**config.mk**
```make
export PLATFORM = sky130hd
export DESIGN_NAME = idct_back
export DESIGN_NICKNAME = d
export VERILOG_FILES = /design/src/hw/rtl/idct_pkg.sv /design/src/hw/rtl/idct_back.sv
export SDC_FILE = /design/constraint.sdc
export NUM_CORES = 2
export LEC_CHECK = 0
export BUFFER_PORTS_ARGS = -buffer_cell sky130_fd_sc_hd__buf_2
export CORE_ASPECT_RATIO = 1.2
export CORE_MARGIN = 8
export CORE_UTILIZATION = 35
export CTS_CLUSTER_SIZE = 25
export DETAILED_ROUTE_END_ITERATION = 10
export PLACE_DENSITY_LB_ADDON = 0.2
export SYNTH_ARGS = -nofsm -noshare
export SYNTH_HDL_FRONTEND = slang
export SYNTH_SLANG_ARGS = --single-unit
export TNS_END_PERCENT = 30
```
**constraint.sdc**
```tcl
create_clock -name clk -period 30 [get_ports clk]
set_input_delay 3 -clock clk [delete_from_list [all_inputs] [get_ports clk]]
set_output_delay 3 -clock clk [all_outputs]
set_load 0.1 [all_outputs]
```
**src/hw/rtl/idct_pkg.sv**
```systemverilog
// shared types, constants and cosine factors of the 8x8 idct block
package idct_pkg;

  localparam int COEF_BITS_DEF = 16;
  localparam int DATA_W = 16;
  localparam int PIX_W = 8;
  localparam int ACC_W = 22;
  localparam int OPD_W = 19;
  localparam int KC_W = 17;
  localparam int PROD_W = OPD_W + KC_W + 1;
  localparam int MUL_SHIFT = 16;
  localparam int OUT_SHIFT = 4;

  // cosine factors in unsigned 17-bit fixed point with 16 fraction bits
  localparam logic [KC_W-1:0] K1 = 17'd64277;
  localparam logic [KC_W-1:0] K2 = 17'd60547;
  localparam logic [KC_W-1:0] K3 = 17'd54491;
  localparam logic [KC_W-1:0] K4 = 17'd46341;
  localparam logic [KC_W-1:0] K5 = 17'd36410;
  localparam logic [KC_W-1:0] K6 = 17'd25080;
  localparam logic [KC_W-1:0] K7 = 17'd12785;

  // rounding and intra bias added to the even part of the second pass
  localparam logic signed [ACC_W-1:0] EADD_INTER = 22'sd8;
  localparam logic signed [ACC_W-1:0] EADD_INTRA = 22'sd2056;

  typedef struct packed {
    logic signed [DATA_W-1:0] coefficient;
    logic [PIX_W-1:0]         pred_pixel;
    logic                     mode;
  } in_t;

  typedef struct packed {
    logic [PIX_W-1:0] pixel;
    logic             last;
  } out_t;

  // block buffer write from the loader
  typedef struct packed {
    logic                     en;
    logic                     bank;
    logic [5:0]               idx;
    logic signed [DATA_W-1:0] coef;
    logic [PIX_W-1:0]         pred;
  } wr_t;

  // block buffer read from the transform engine
  typedef struct packed {
    logic       bank;
    logic [5:0] coef_idx;
    logic [5:0] pred_idx;
  } rd_t;

  // one loaded block waiting for the transform
  typedef struct packed {
    logic bank;
    logic intra;
  } desc_t;

endpackage

```
**src/hw/rtl/idct_back.sv**
```systemverilog
// transform engine: two butterfly passes on a shared multiplier, then pixel output
module idct_back (
  input  logic                               clk,
  input  logic                               rst_n,
  input  logic                               empty,
  input  idct_pkg::desc_t                    head,
  output logic                               pop,
  output logic                               blk_done,
  output idct_pkg::rd_t                      rd,
  input  logic signed [idct_pkg::DATA_W-1:0] coef_q,
  input  logic [idct_pkg::PIX_W-1:0]         pred_q,
  output logic                               out_valid,
  input  logic                               out_ready,
  output idct_pkg::out_t                     out_data
);
  import idct_pkg::*;

  typedef enum logic [5:0] {
    S_IDLE = 6'b000001,
    S_LOAD = 6'b000010,
    S_MUL  = 6'b000100,
    S_WR   = 6'b001000,
    S_ORD  = 6'b010000,
    S_OVAL = 6'b100000
  } state_t;

  state_t     st_r;
  logic       pass_r;
  logic [2:0] col_r;
  logic [3:0] cnt_r;
  logic [5:0] ocnt_r;
  logic       bank_r;
  logic       intra_r;

  logic signed [DATA_W-1:0] x_r [8];
  logic signed [ACC_W-1:0]  a_r, b_r, c_r, d_r, e_r, f_r, g_r, h_r, ad_r, bd_r;

  logic signed [DATA_W-1:0] work_mem [64];
  logic signed [DATA_W-1:0] work_q_r;
  logic [PIX_W-1:0]         pix_mem [64];
  logic [PIX_W-1:0]         pix_q_r;

  logic [2:0]               ld_k;
  logic [2:0]               wk;
  logic [KC_W-1:0]          kc;
  logic signed [OPD_W-1:0]  opnd;
  logic signed [PROD_W-1:0] prod;
  logic signed [ACC_W-1:0]  mres;
  logic signed [ACC_W-1:0]  eadd;
  logic signed [ACC_W-1:0]  gd, ed, cd, dd, add, fd, hd, bdd;
  logic signed [ACC_W-1:0]  o_k;
  logic signed [ACC_W-1:0]  v;
  logic signed [ACC_W-1:0]  sum;
  logic [PIX_W-1:0]         pix;
  logic                     ac;
  logic                     dc_hold;
  logic                     out_acc;

  assign ld_k = 3'(cnt_r - 4'd1);
  assign wk   = 3'(cnt_r - 4'd1);

  // buffer read addresses
  assign rd.bank     = bank_r;
  assign rd.coef_idx = {cnt_r[2:0], col_r};
  assign rd.pred_idx = {cnt_r[2:0], col_r};

  assign pop       = (st_r == S_IDLE) && !empty;
  assign out_valid = (st_r == S_OVAL);
  assign out_acc   = out_valid && out_ready;
  assign out_data.pixel = pix_q_r;
  assign out_data.last  = (ocnt_r == 6'd63);
  assign blk_done  = out_acc && (ocnt_r == 6'd63);

  // multiplier operand selection per step
  always_comb begin
    unique case (cnt_r)
      4'd0:    begin kc = K1; opnd = OPD_W'(x_r[1]); end
      4'd1:    begin kc = K7; opnd = OPD_W'(x_r[7]); end
      4'd2:    begin kc = K7; opnd = OPD_W'(x_r[1]); end
      4'd3:    begin kc = K1; opnd = OPD_W'(x_r[7]); end
      4'd4:    begin kc = K3; opnd = OPD_W'(x_r[3]); end
      4'd5:    begin kc = K5; opnd = OPD_W'(x_r[5]); end
      4'd6:    begin kc = K3; opnd = OPD_W'(x_r[5]); end
      4'd7:    begin kc = K5; opnd = OPD_W'(x_r[3]); end
      4'd8:    begin kc = K4; opnd = OPD_W'(x_r[0]) + OPD_W'(x_r[4]); end
      4'd9:    begin kc = K4; opnd = OPD_W'(x_r[0]) - OPD_W'(x_r[4]); end
      4'd10:   begin kc = K2; opnd = OPD_W'(x_r[2]); end
      4'd11:   begin kc = K6; opnd = OPD_W'(x_r[6]); end
      4'd12:   begin kc = K6; opnd = OPD_W'(x_r[2]); end
      4'd13:   begin kc = K2; opnd = OPD_W'(x_r[6]); end
      4'd14:   begin kc = K4; opnd = OPD_W'(a_r - c_r); end
      default: begin kc = K4; opnd = OPD_W'(b_r - d_r); end
    endcase
  end

  assign prod = $signed({1'b0, kc}) * opnd;
  assign mres = ACC_W'(prod >>> MUL_SHIFT);
  assign eadd = !pass_r ? '0 : (intra_r ? EADD_INTRA : EADD_INTER);

  // output butterfly
  assign cd  = a_r + c_r;
  assign dd  = b_r + d_r;
  assign ed  = e_r - g_r;
  assign gd  = e_r + g_r;
  assign add = f_r + ad_r;
  assign bdd = bd_r - h_r;
  assign fd  = f_r - ad_r;
  assign hd  = bd_r + h_r;

  always_comb begin
    unique case (wk)
      3'd0:    o_k = gd + cd;
      3'd1:    o_k = add + hd;
      3'd2:    o_k = add - hd;
      3'd3:    o_k = ed + dd;
      3'd4:    o_k = ed - dd;
      3'd5:    o_k = fd + bdd;
      3'd6:    o_k = fd - bdd;
      default: o_k = gd - cd;
    endcase
  end

  // reconstruction with clipping and the dc-only inter shortcut
  assign ac = (x_r[1] != '0) || (x_r[2] != '0) || (x_r[3] != '0) || (x_r[4] != '0)
           || (x_r[5] != '0) || (x_r[6] != '0) || (x_r[7] != '0);
  assign dc_hold = !intra_r && !ac && (x_r[0][DATA_W-1] || (x_r[0] == '0));
  assign v   = o_k >>> OUT_SHIFT;
  assign sum = intra_r ? v : v + ACC_W'($signed({1'b0, pred_q}));

  always_comb begin
    if (dc_hold) begin
      pix = pred_q;
    end else if (sum[ACC_W-1]) begin
      pix = '0;
    end else if (sum > ACC_W'(255)) begin
      pix = '1;
    end else begin
      pix = sum[PIX_W-1:0];
    end
  end

  // sequencer
  always_ff @(posedge clk) begin
    if (!rst_n) begin
      st_r   <= S_IDLE;
      pass_r <= 1'b0;
      col_r  <= '0;
      cnt_r  <= '0;
      ocnt_r <= '0;
    end else begin
      unique case (st_r)
        S_IDLE: begin
          if (pop) begin
            pass_r <= 1'b0;
            col_r  <= '0;
            cnt_r  <= '0;
            st_r   <= S_LOAD;
          end
        end
        S_LOAD: begin
          if (cnt_r == 4'd8) begin
            cnt_r <= '0;
            st_r  <= S_MUL;
          end else begin
            cnt_r <= cnt_r + 4'd1;
          end
        end
        S_MUL: begin
          cnt_r <= cnt_r + 4'd1;
          if (cnt_r == 4'd15) begin
            st_r <= S_WR;
          end
        end
        S_WR: begin
          if (cnt_r == 4'd8) begin
            cnt_r <= '0;
            col_r <= col_r + 3'd1;
            if (col_r != 3'd7) begin
              st_r <= S_LOAD;
            end else if (!pass_r) begin
              pass_r <= 1'b1;
              st_r   <= S_LOAD;
            end else begin
              ocnt_r <= '0;
              st_r   <= S_ORD;
            end
          end else begin
            cnt_r <= cnt_r + 4'd1;
          end
        end
        S_ORD: begin
          st_r <= S_OVAL;
        end
        S_OVAL: begin
          if (out_acc) begin
            if (ocnt_r == 6'd63) begin
              st_r <= S_IDLE;
            end else begin
              ocnt_r <= ocnt_r + 6'd1;
              st_r   <= S_ORD;
            end
          end
        end
        default: st_r <= S_IDLE;
      endcase
    end
  end

  // datapath registers and working memories
  always_ff @(posedge clk) begin
    work_q_r <= work_mem[{col_r, cnt_r[2:0]}];
    pix_q_r  <= pix_mem[ocnt_r];
    if (pop) begin
      bank_r  <= head.bank;
      intra_r <= head.intra;
    end
    if ((st_r == S_LOAD) && (cnt_r != 4'd0)) begin
      x_r[ld_k] <= pass_r ? work_q_r : coef_q;
    end
    if (st_r == S_MUL) begin
      unique case (cnt_r)
        4'd0:    a_r  <= mres;
        4'd1:    a_r  <= a_r + mres;
        4'd2:    b_r  <= mres;
        4'd3:    b_r  <= b_r - mres;
        4'd4:    c_r  <= mres;
        4'd5:    c_r  <= c_r + mres;
        4'd6:    d_r  <= mres;
        4'd7:    d_r  <= d_r - mres;
        4'd8:    e_r  <= mres + eadd;
        4'd9:    f_r  <= mres + eadd;
        4'd10:   g_r  <= mres;
        4'd11:   g_r  <= g_r + mres;
        4'd12:   h_r  <= mres;
        4'd13:   h_r  <= h_r - mres;
        4'd14:   ad_r <= mres;
        default: bd_r <= mres;
      endcase
    end
    if ((st_r == S_WR) && (cnt_r != 4'd0)) begin
      if (!pass_r) begin
        work_mem[{wk, col_r}] <= o_k[DATA_W-1:0];
      end else begin
        pix_mem[{wk, col_r}] <= pix;
      end
    end
  end

endmodule

```
# After elaboration in Yosys (flattened, before gate mapping)
# Memories as Yosys holds them, arrays and structs flattened. A register that Yosys moved wholly into a read port is not among the register bits.
# Index checks and enable logic that the tools add are counted.
[classes] n_addsub=32 multipliers=1 magnitude_cmp=1 eq_ne=37 mux=49 n_bitwise=1 reduce_logical=66
[ops] operator="$pmux 22 s2" count=6
[ops] operator="$pmux 19 s9" count=1
[ops] operator="$add 22x22->22" count=7
[ops] operator="$pmux 22 s7" count=1
[ops] operator="$reduce_bool 16->1" count=7
[ops] operator="$sub 22x22->22" count=5
[ops] operator="$pmux 16 s6" count=1
[ops] operator="$add 22x20->22" count=4
[ops] operator="$sub 22x20->22" count=4
[ops] operator="$mux 6" count=10
[ops] operator="$sub 19x19->19" count=2
[ops] operator="$mul 17x19->36" count=1
[ops] operator="$pmux 6 s6" count=1
[ops] operator="$eq 4x4->1 const B" count=8
[ops] operator="$reduce_or 2->1" count=13
[ops] operator="$mux 12" count=2
[ops] operator="$mux 8" count=3
[ops] operator="$add 20x22->22" count=1
[ops] operator="$gt 22x9->1 const B" count=1
[ops] operator="$mux 22" count=1
[ops] operator="$reduce_and 2->1" count=11
[ops] operator="$sub 20x22->22" count=1
[ops] operator="$add 20x13->21" count=1
[ops] operator="$add 18x9->19" count=1
[ops] operator="45 further kinds" count=94
[totals] regBits=238 ramBits=1664 input_bits=30 output_inout_bits=25 word_cells=207 mem_count=3
[memory_table] name="work_mem" depth=64 word_bits=16 rd=1 rd_ports_with_merged_regs=1 write_ports=1 line="idct_back.sv:38" text="logic signed [DATA_W-1:0] work_mem [64];"
[memory_table] name="pix_mem" depth=64 word_bits=8 rd=1 rd_ports_with_merged_regs=1 write_ports=1 line="idct_back.sv:40" text="logic [PIX_W-1:0] pix_mem [64];"
[memory_table] name="x_r" depth=8 word_bits=16 rd=8 rd_ports_with_merged_regs=0 write_ports=1 line="idct_back.sv:35" text="logic signed [DATA_W-1:0] x_r [8];"

# Logic depth before layout (Yosys ltp)
# An unclocked memory read counts as a cell.
[logic_depth] ltp_word=12 mapped_depth=57 ltp_nobuf=56

# Least setup slack after synthesis
# Ideal clock, no wire load.
[synth_path] path_type="reg-to-reg" startpoint="reg cnt_r[0]" endpoint="mem pix_mem[0][6] (data pin)" setup_ns=0.721 t_arrival_ns=14.521 required_ns=29.279 setup_slack_ns=14.758 path_stages_with_launch=33 path_buffers=6 synth_period_minus_slack_ns=15.242 cell_sequence="dfxtp_1 -> clkbuf_1 -> clkbuf_1 -> clkbuf_1 -> clkbuf_1 -> inv_1 -> ha_1 -> xnor2_1 -> and2_0 -> clkbuf_1 -> clkbuf_1 -> nor2_1 -> xnor2_1 -> ha_1 -> nor2b_1 -> o21ai_0 -> a221oi_1 -> o311ai_0 -> ha_1 -> a21oi_1 -> o21bai_1 -> a21oi_1 -> o21bai_1 -> a21oi_1 -> nor2b_1 -> nor2_1 -> or2_2 -> o41ai_1 -> a22oi_1 -> o22ai_1 -> o211ai_1 -> nor4bb_1 -> a211oi_1"
[synth_via] elab_chain_cells=9 elab_cells_between_ends=15 classes_between="add/sub (2); order compare (1); eq/ne (6); mux (5); reduce/logical (1)"
[synth_lines] item="from (decl)" line="idct_back.sv:30" text="logic [3:0] cnt_r;"
[synth_lines] item="from (signal assigned)" line="idct_back.sv:165" text="cnt_r <= cnt_r + 4'd1;"
[synth_lines] item="from (signal assigned)" line="idct_back.sv:169" text="cnt_r <= cnt_r + 4'd1;"
[synth_lines] item="from (signal assigned)" line="idct_back.sv:188" text="cnt_r <= cnt_r + 4'd1;"
[synth_lines] item="$sub 3x1->3 (*)" line="idct_back.sv:60" text="assign wk = 3'(cnt_r - 4'd1);"
[synth_lines] item="$eq 3x3->1, or another cell as far along" line="idct_back.sv:111" text="unique case (wk)"
[synth_lines] item="$pmux 22 s7 (*)" line="idct_back.sv:111"
[synth_lines] item="named net o_k[6]" line="idct_back.sv:51" text="logic signed [ACC_W-1:0] o_k;"
[synth_lines] item="$add 18x9->19" line="idct_back.sv:128" text="assign sum = intra_r ? v : v + ACC_W'($signed({1'b0, pred_q}));"
[synth_lines] item="$mux 22 (*)" line="idct_back.sv:128"
[synth_lines] item="$gt 22x9->1" line="idct_back.sv:135" text="end else if (sum > ACC_W'(255)) begin"
[synth_lines] item="$mux 8" line="idct_back.sv:135"
[synth_lines] item="$mux 8 (*)" line="idct_back.sv:133" text="end else if (sum[ACC_W-1]) begin"
[synth_lines] item="$mux 8 (*)" line="idct_back.sv:131" text="if (dc_hold) begin"
[synth_lines] item="named net pix[6]" line="idct_back.sv:54" text="logic [PIX_W-1:0] pix;"
[synth_lines] item="to (decl)" line="idct_back.sv:40"
# The timed path passes the listed nets; every way through them passes the cells marked *.

# Worst setup path in the final report
[layout_path] startpoint="reg cnt_r[3]" endpoint="reg h_r[19] (data pin)"
[layout_via] elab_chain_cells=6 elab_cells_between_ends=32 classes_between="add/sub (1); mul (1); eq/ne (14); mux (3); reduce/logical (13)"
[layout_lines] item="$eq 4x4->1, or another cell as far along" line="idct_back.sv:76" text="unique case (cnt_r)"
[layout_lines] item="$reduce_or 2->1 (no source line)"
[layout_lines] item="$pmux 19 s9 or $pmux 16 s6 (tied branches)" line="idct_back.sv:76"
[layout_lines] item="$mul 17x19->36 (*)" line="idct_back.sv:96" text="assign prod = $signed({1'b0, kc}) * opnd;"
[layout_lines] item="named net prod[20]" line="idct_back.sv:47" text="logic signed [PROD_W-1:0] prod;"
[layout_lines] item="$sub 22x20->22 (*)" line="idct_back.sv:235" text="4'd13: h_r <= h_r - mres;"
[layout_lines] item="$pmux 22 s2 (*)" line="idct_back.sv:221" text="unique case (cnt_r)"
[layout_lines] item="to (signal assigned)" line="idct_back.sv:234" text="4'd12: h_r <= mres;"
[layout_lines] item="to (signal assigned)" line="idct_back.sv:235"
[layout_lines] item="to (decl)" line="idct_back.sv:36" text="logic signed [ACC_W-1:0] a_r, b_r, c_r, d_r, e_r, f_r, g_r, h_r, ad_r, bd_r;"
# Marks and branches as above.
# A chain may end at the register's enable or synchronous reset.

==> metrics.md <==
| Metric | Value |
|---|---|
| Status | finished, final reports clean |
| Post_cts resized | 0 |
| Gp weighted congestion | 0.9006 |
| Root Buffer | clkbuf_16 |
| GRT Residual Overflow | 0 |
| Critical Path AT | roughly 16 ns |
| Fin worst setup slack | 14.09 ns |
| Row cnt | 224 |
| Die Wd | around 520 um |
| Routed wire per std cell | roughly 27 um |
| CTS Buf Count | 204 |
| Multi-input gate area | 0.04778 mm2 |
| CTS sink cnt | 1924 |
| Core area | 0.3097 mm2 |
| Longest Clk Path Bufs | 4 |
| Setup bufs post-CTS | 0 |
| Post-synth EDFFs | 1880 |
| Setup-failing EPs final | 0 |
| Rel. slew slack | 17.82% |
| Worst slack, placed | 14.25 ns |
| IO Port Bufs | 54 |
| Area after DPL | 0.1146 mm2 |
| First-pass GRT wire length | slightly below 500 mm |
| Clock Latency Late Sink | between 0.8 and 0.9 ns |
| Commonest non-fill, non-tap cells in the layout | edfxtp_1 (1880), inv_1 (706), nor2_1 (566) |
| Final Hold Viols | 0 |
| Synth Warn # | 0 |
| Final TNS setup | 0 ns |
| Vias per inst | 5.512 |
| Register area | 0.05736 mm2 |
| DRC viols | 0 |
| Fillers | 29010 |
| Ys flop type | edfxtp_1 |
| Worst Path Class, Setup | flip-flop to flip-flop |
| Post-synthesis sequential area ratio | a little over half |
| WL final | 340.3 mm |
| Type of the most critical hold path | flip-flop to flip-flop |
| Clock H-tree levels | 4 |
| Slew @ Worst Pin | ~1.2 ns |
| Slowest-stage cell, CP | nand2_1 |
| Fraction of layout cells with a size suffix above 1 | 13.15% |
| DR vias | around 70000 |
| Die H | 626.3 um |
| Distinct cell type count after synthesis | 98 |
| Layout Nets | 9387 |
| Post-route cell area | 0.1212 mm2 |
| CP Capture Type | flip-flop |
| Clk pin slew, worst setup/hold paths | roughly 0.070 ns |
| Area Growth Syn to Fin | 11.54% |
| Final Critical Period | 15.91 ns |
| Final cycle utilization of the critical path | 53.03% |
| Max cap viols | 0 |
| CTS Hold Bufs | 0 |
| Async S/R FF share, synth | 0% |
| Syn_area_per_cell | 12.93 um2 |
| CTS tree | yes |
| Post-route ant nets | 0 |
| Data required, critical path | just over 30 ns |
| Synthesized area | 0.1086 mm2 |
| CP Launch Type | flip-flop |
| Syn Inst Count | 8405 |
| Final Max Slew Viols | 0 |
| RSZ-0062 raised after global routing | false |
| Starting Density | 35.08% |
| Commonest non-fill, non-tap cell in the layout | edfxtp_1 |
| Crit-path max FO | 24 |
| GRT Overall Usage | 20.00% |
| Pin count of the biggest net entering global routing | 91 |
| Die area | 0.3286 mm2 |
| Initial antenna violation count | 16 |
| Dpl hpwl | 244.9 mm |
| Slowest cell delay on critical path | 0.74 ns |
| Iteration count of the initial detailed-routing pass | 9 |
| Detailed Route Iter0 Violations | ~5900 |
| Fmax | ~63 MHz |
| Number of global-route vias before repair | roughly 70000 |
| Flops & latches, synth | 1924 |
| Setup clock skew after layout | 0.1071 ns |
| Syn nets | between 9000 and 10000 |
| Most frequent CP cell | inv_1 |
| I/O pin count | 55 |
-- cell usage after synthesis (all sizes together), types with 45 or more instances --
cell | count | area (um2)
edfxtp | 1880 | 56450
inv | 710 | 2668
nor2 | 627 | 2354
nand2 | 554 | 2079
ha | 533 | 6669
a21oi | 442 | 2212
mux4 | 380 | 8558
xnor2 | 371 | 3268
o21ai | 345 | 1727
fa | 321 | 6426
clkbuf | 278 | 1045
mux2i | 159 | 1592
nor3 | 134 | 670.6
xor2 | 131 | 1147
nand3 | 104 | 520.5
o21bai | 79 | 593.1
o22ai | 73 | 456.7
nand2b | 71 | 444.2
nor2b | 70 | 437.9
a21o | 69 | 518.0
buf | 68 | 299.0
and2 | 59 | 369.1
nor4 | 56 | 356.6
and3 | 54 | 337.8
o21a | 53 | 397.9
mux2 | 49 | 551.8
a31oi | 45 | 281.5
-- area by class of cell --
| class | count | area share [%] |
|---|---|---|
| tap | 4068 | 4.200 |
| timing repair buffer | 238 | 1.394 |
| clock buffer | 256 | 4.442 |
| clock inverter | 107 | 0.9654 |
| antenna | 6 | 0.01239 |
| multi-input combinational | 5420 | 39.43 |
| sequential | 1924 | 47.34 |
| inverter | 715 | 2.218 |
-- critical path: cells and delay by family (launching register included) --
| family | cells | cell delay, ns |
|---|---|---|
| AO/OA/AOI/OAI | 16 | 5.24 |
| adder cells (fa/ha/maj) | 10 | 4.50 |
| AND/OR/NAND/NOR | 10 | 2.82 |
| buffers and inverters | 10 | 1.60 |
| XOR/XNOR | 2 | 0.80 |
| flip-flops | 1 | 0.57 |
-- metrics by stage --
stage,std cells,utilization [%],hold slack [ns]
floorplan,8405,-,0.5483
CTS,12730,39.12,0.5968
detailed placement,12370,37.01,0.5871
global route,12730,39.12,0.6562
global placement,12370,37.01,0.5785
finish,12730,39.13,0.5941
-- flip-flops by register name, summed over array words and instances (netlist names), 21 cells and up --
signal    cells
x_r         128
h_r          22
d_r          22
pix_mem     512
g_r          22
e_r          21
b_r          22
work_mem   1024
a_r          22
c_r          22
f_r          21
-- routing by layer --
metal  share of wire [%]  track usage, %
met5                   0               0
met1                  40           24.70
met4                 4.4           7.472
met3                 4.5           2.243
met2                  51           36.08
-- final timing paths --
check	startpoint	to	slack (ns)	depth (start not counted)
max	cnt_r[3]	h_r[19]	14.09	48
max reg2reg	cnt_r[3]	h_r[19]	14.09	48
min	st_r[3]	st_r[5]	0.59	3
min reg2reg	st_r[3]	st_r[5]	0.59	3
-- cell families after synthesis --
| kind of cell | synth area share (%) |
|---|---|
| multiplexers | 9.851 |
| AND/OR/NAND/NOR | 8.084 |
| flip-flops | 52.78 |
| XOR/XNOR | 4.127 |
| adder cells (fa/ha/maj) | 12.31 |
| buffers and inverters | 3.710 |
| AO/OA/AOI/OAI | 9.145 |
Power is not shown: default switching activity piles up to over one toggle a cycle in this logic, so the estimate is an artifact.
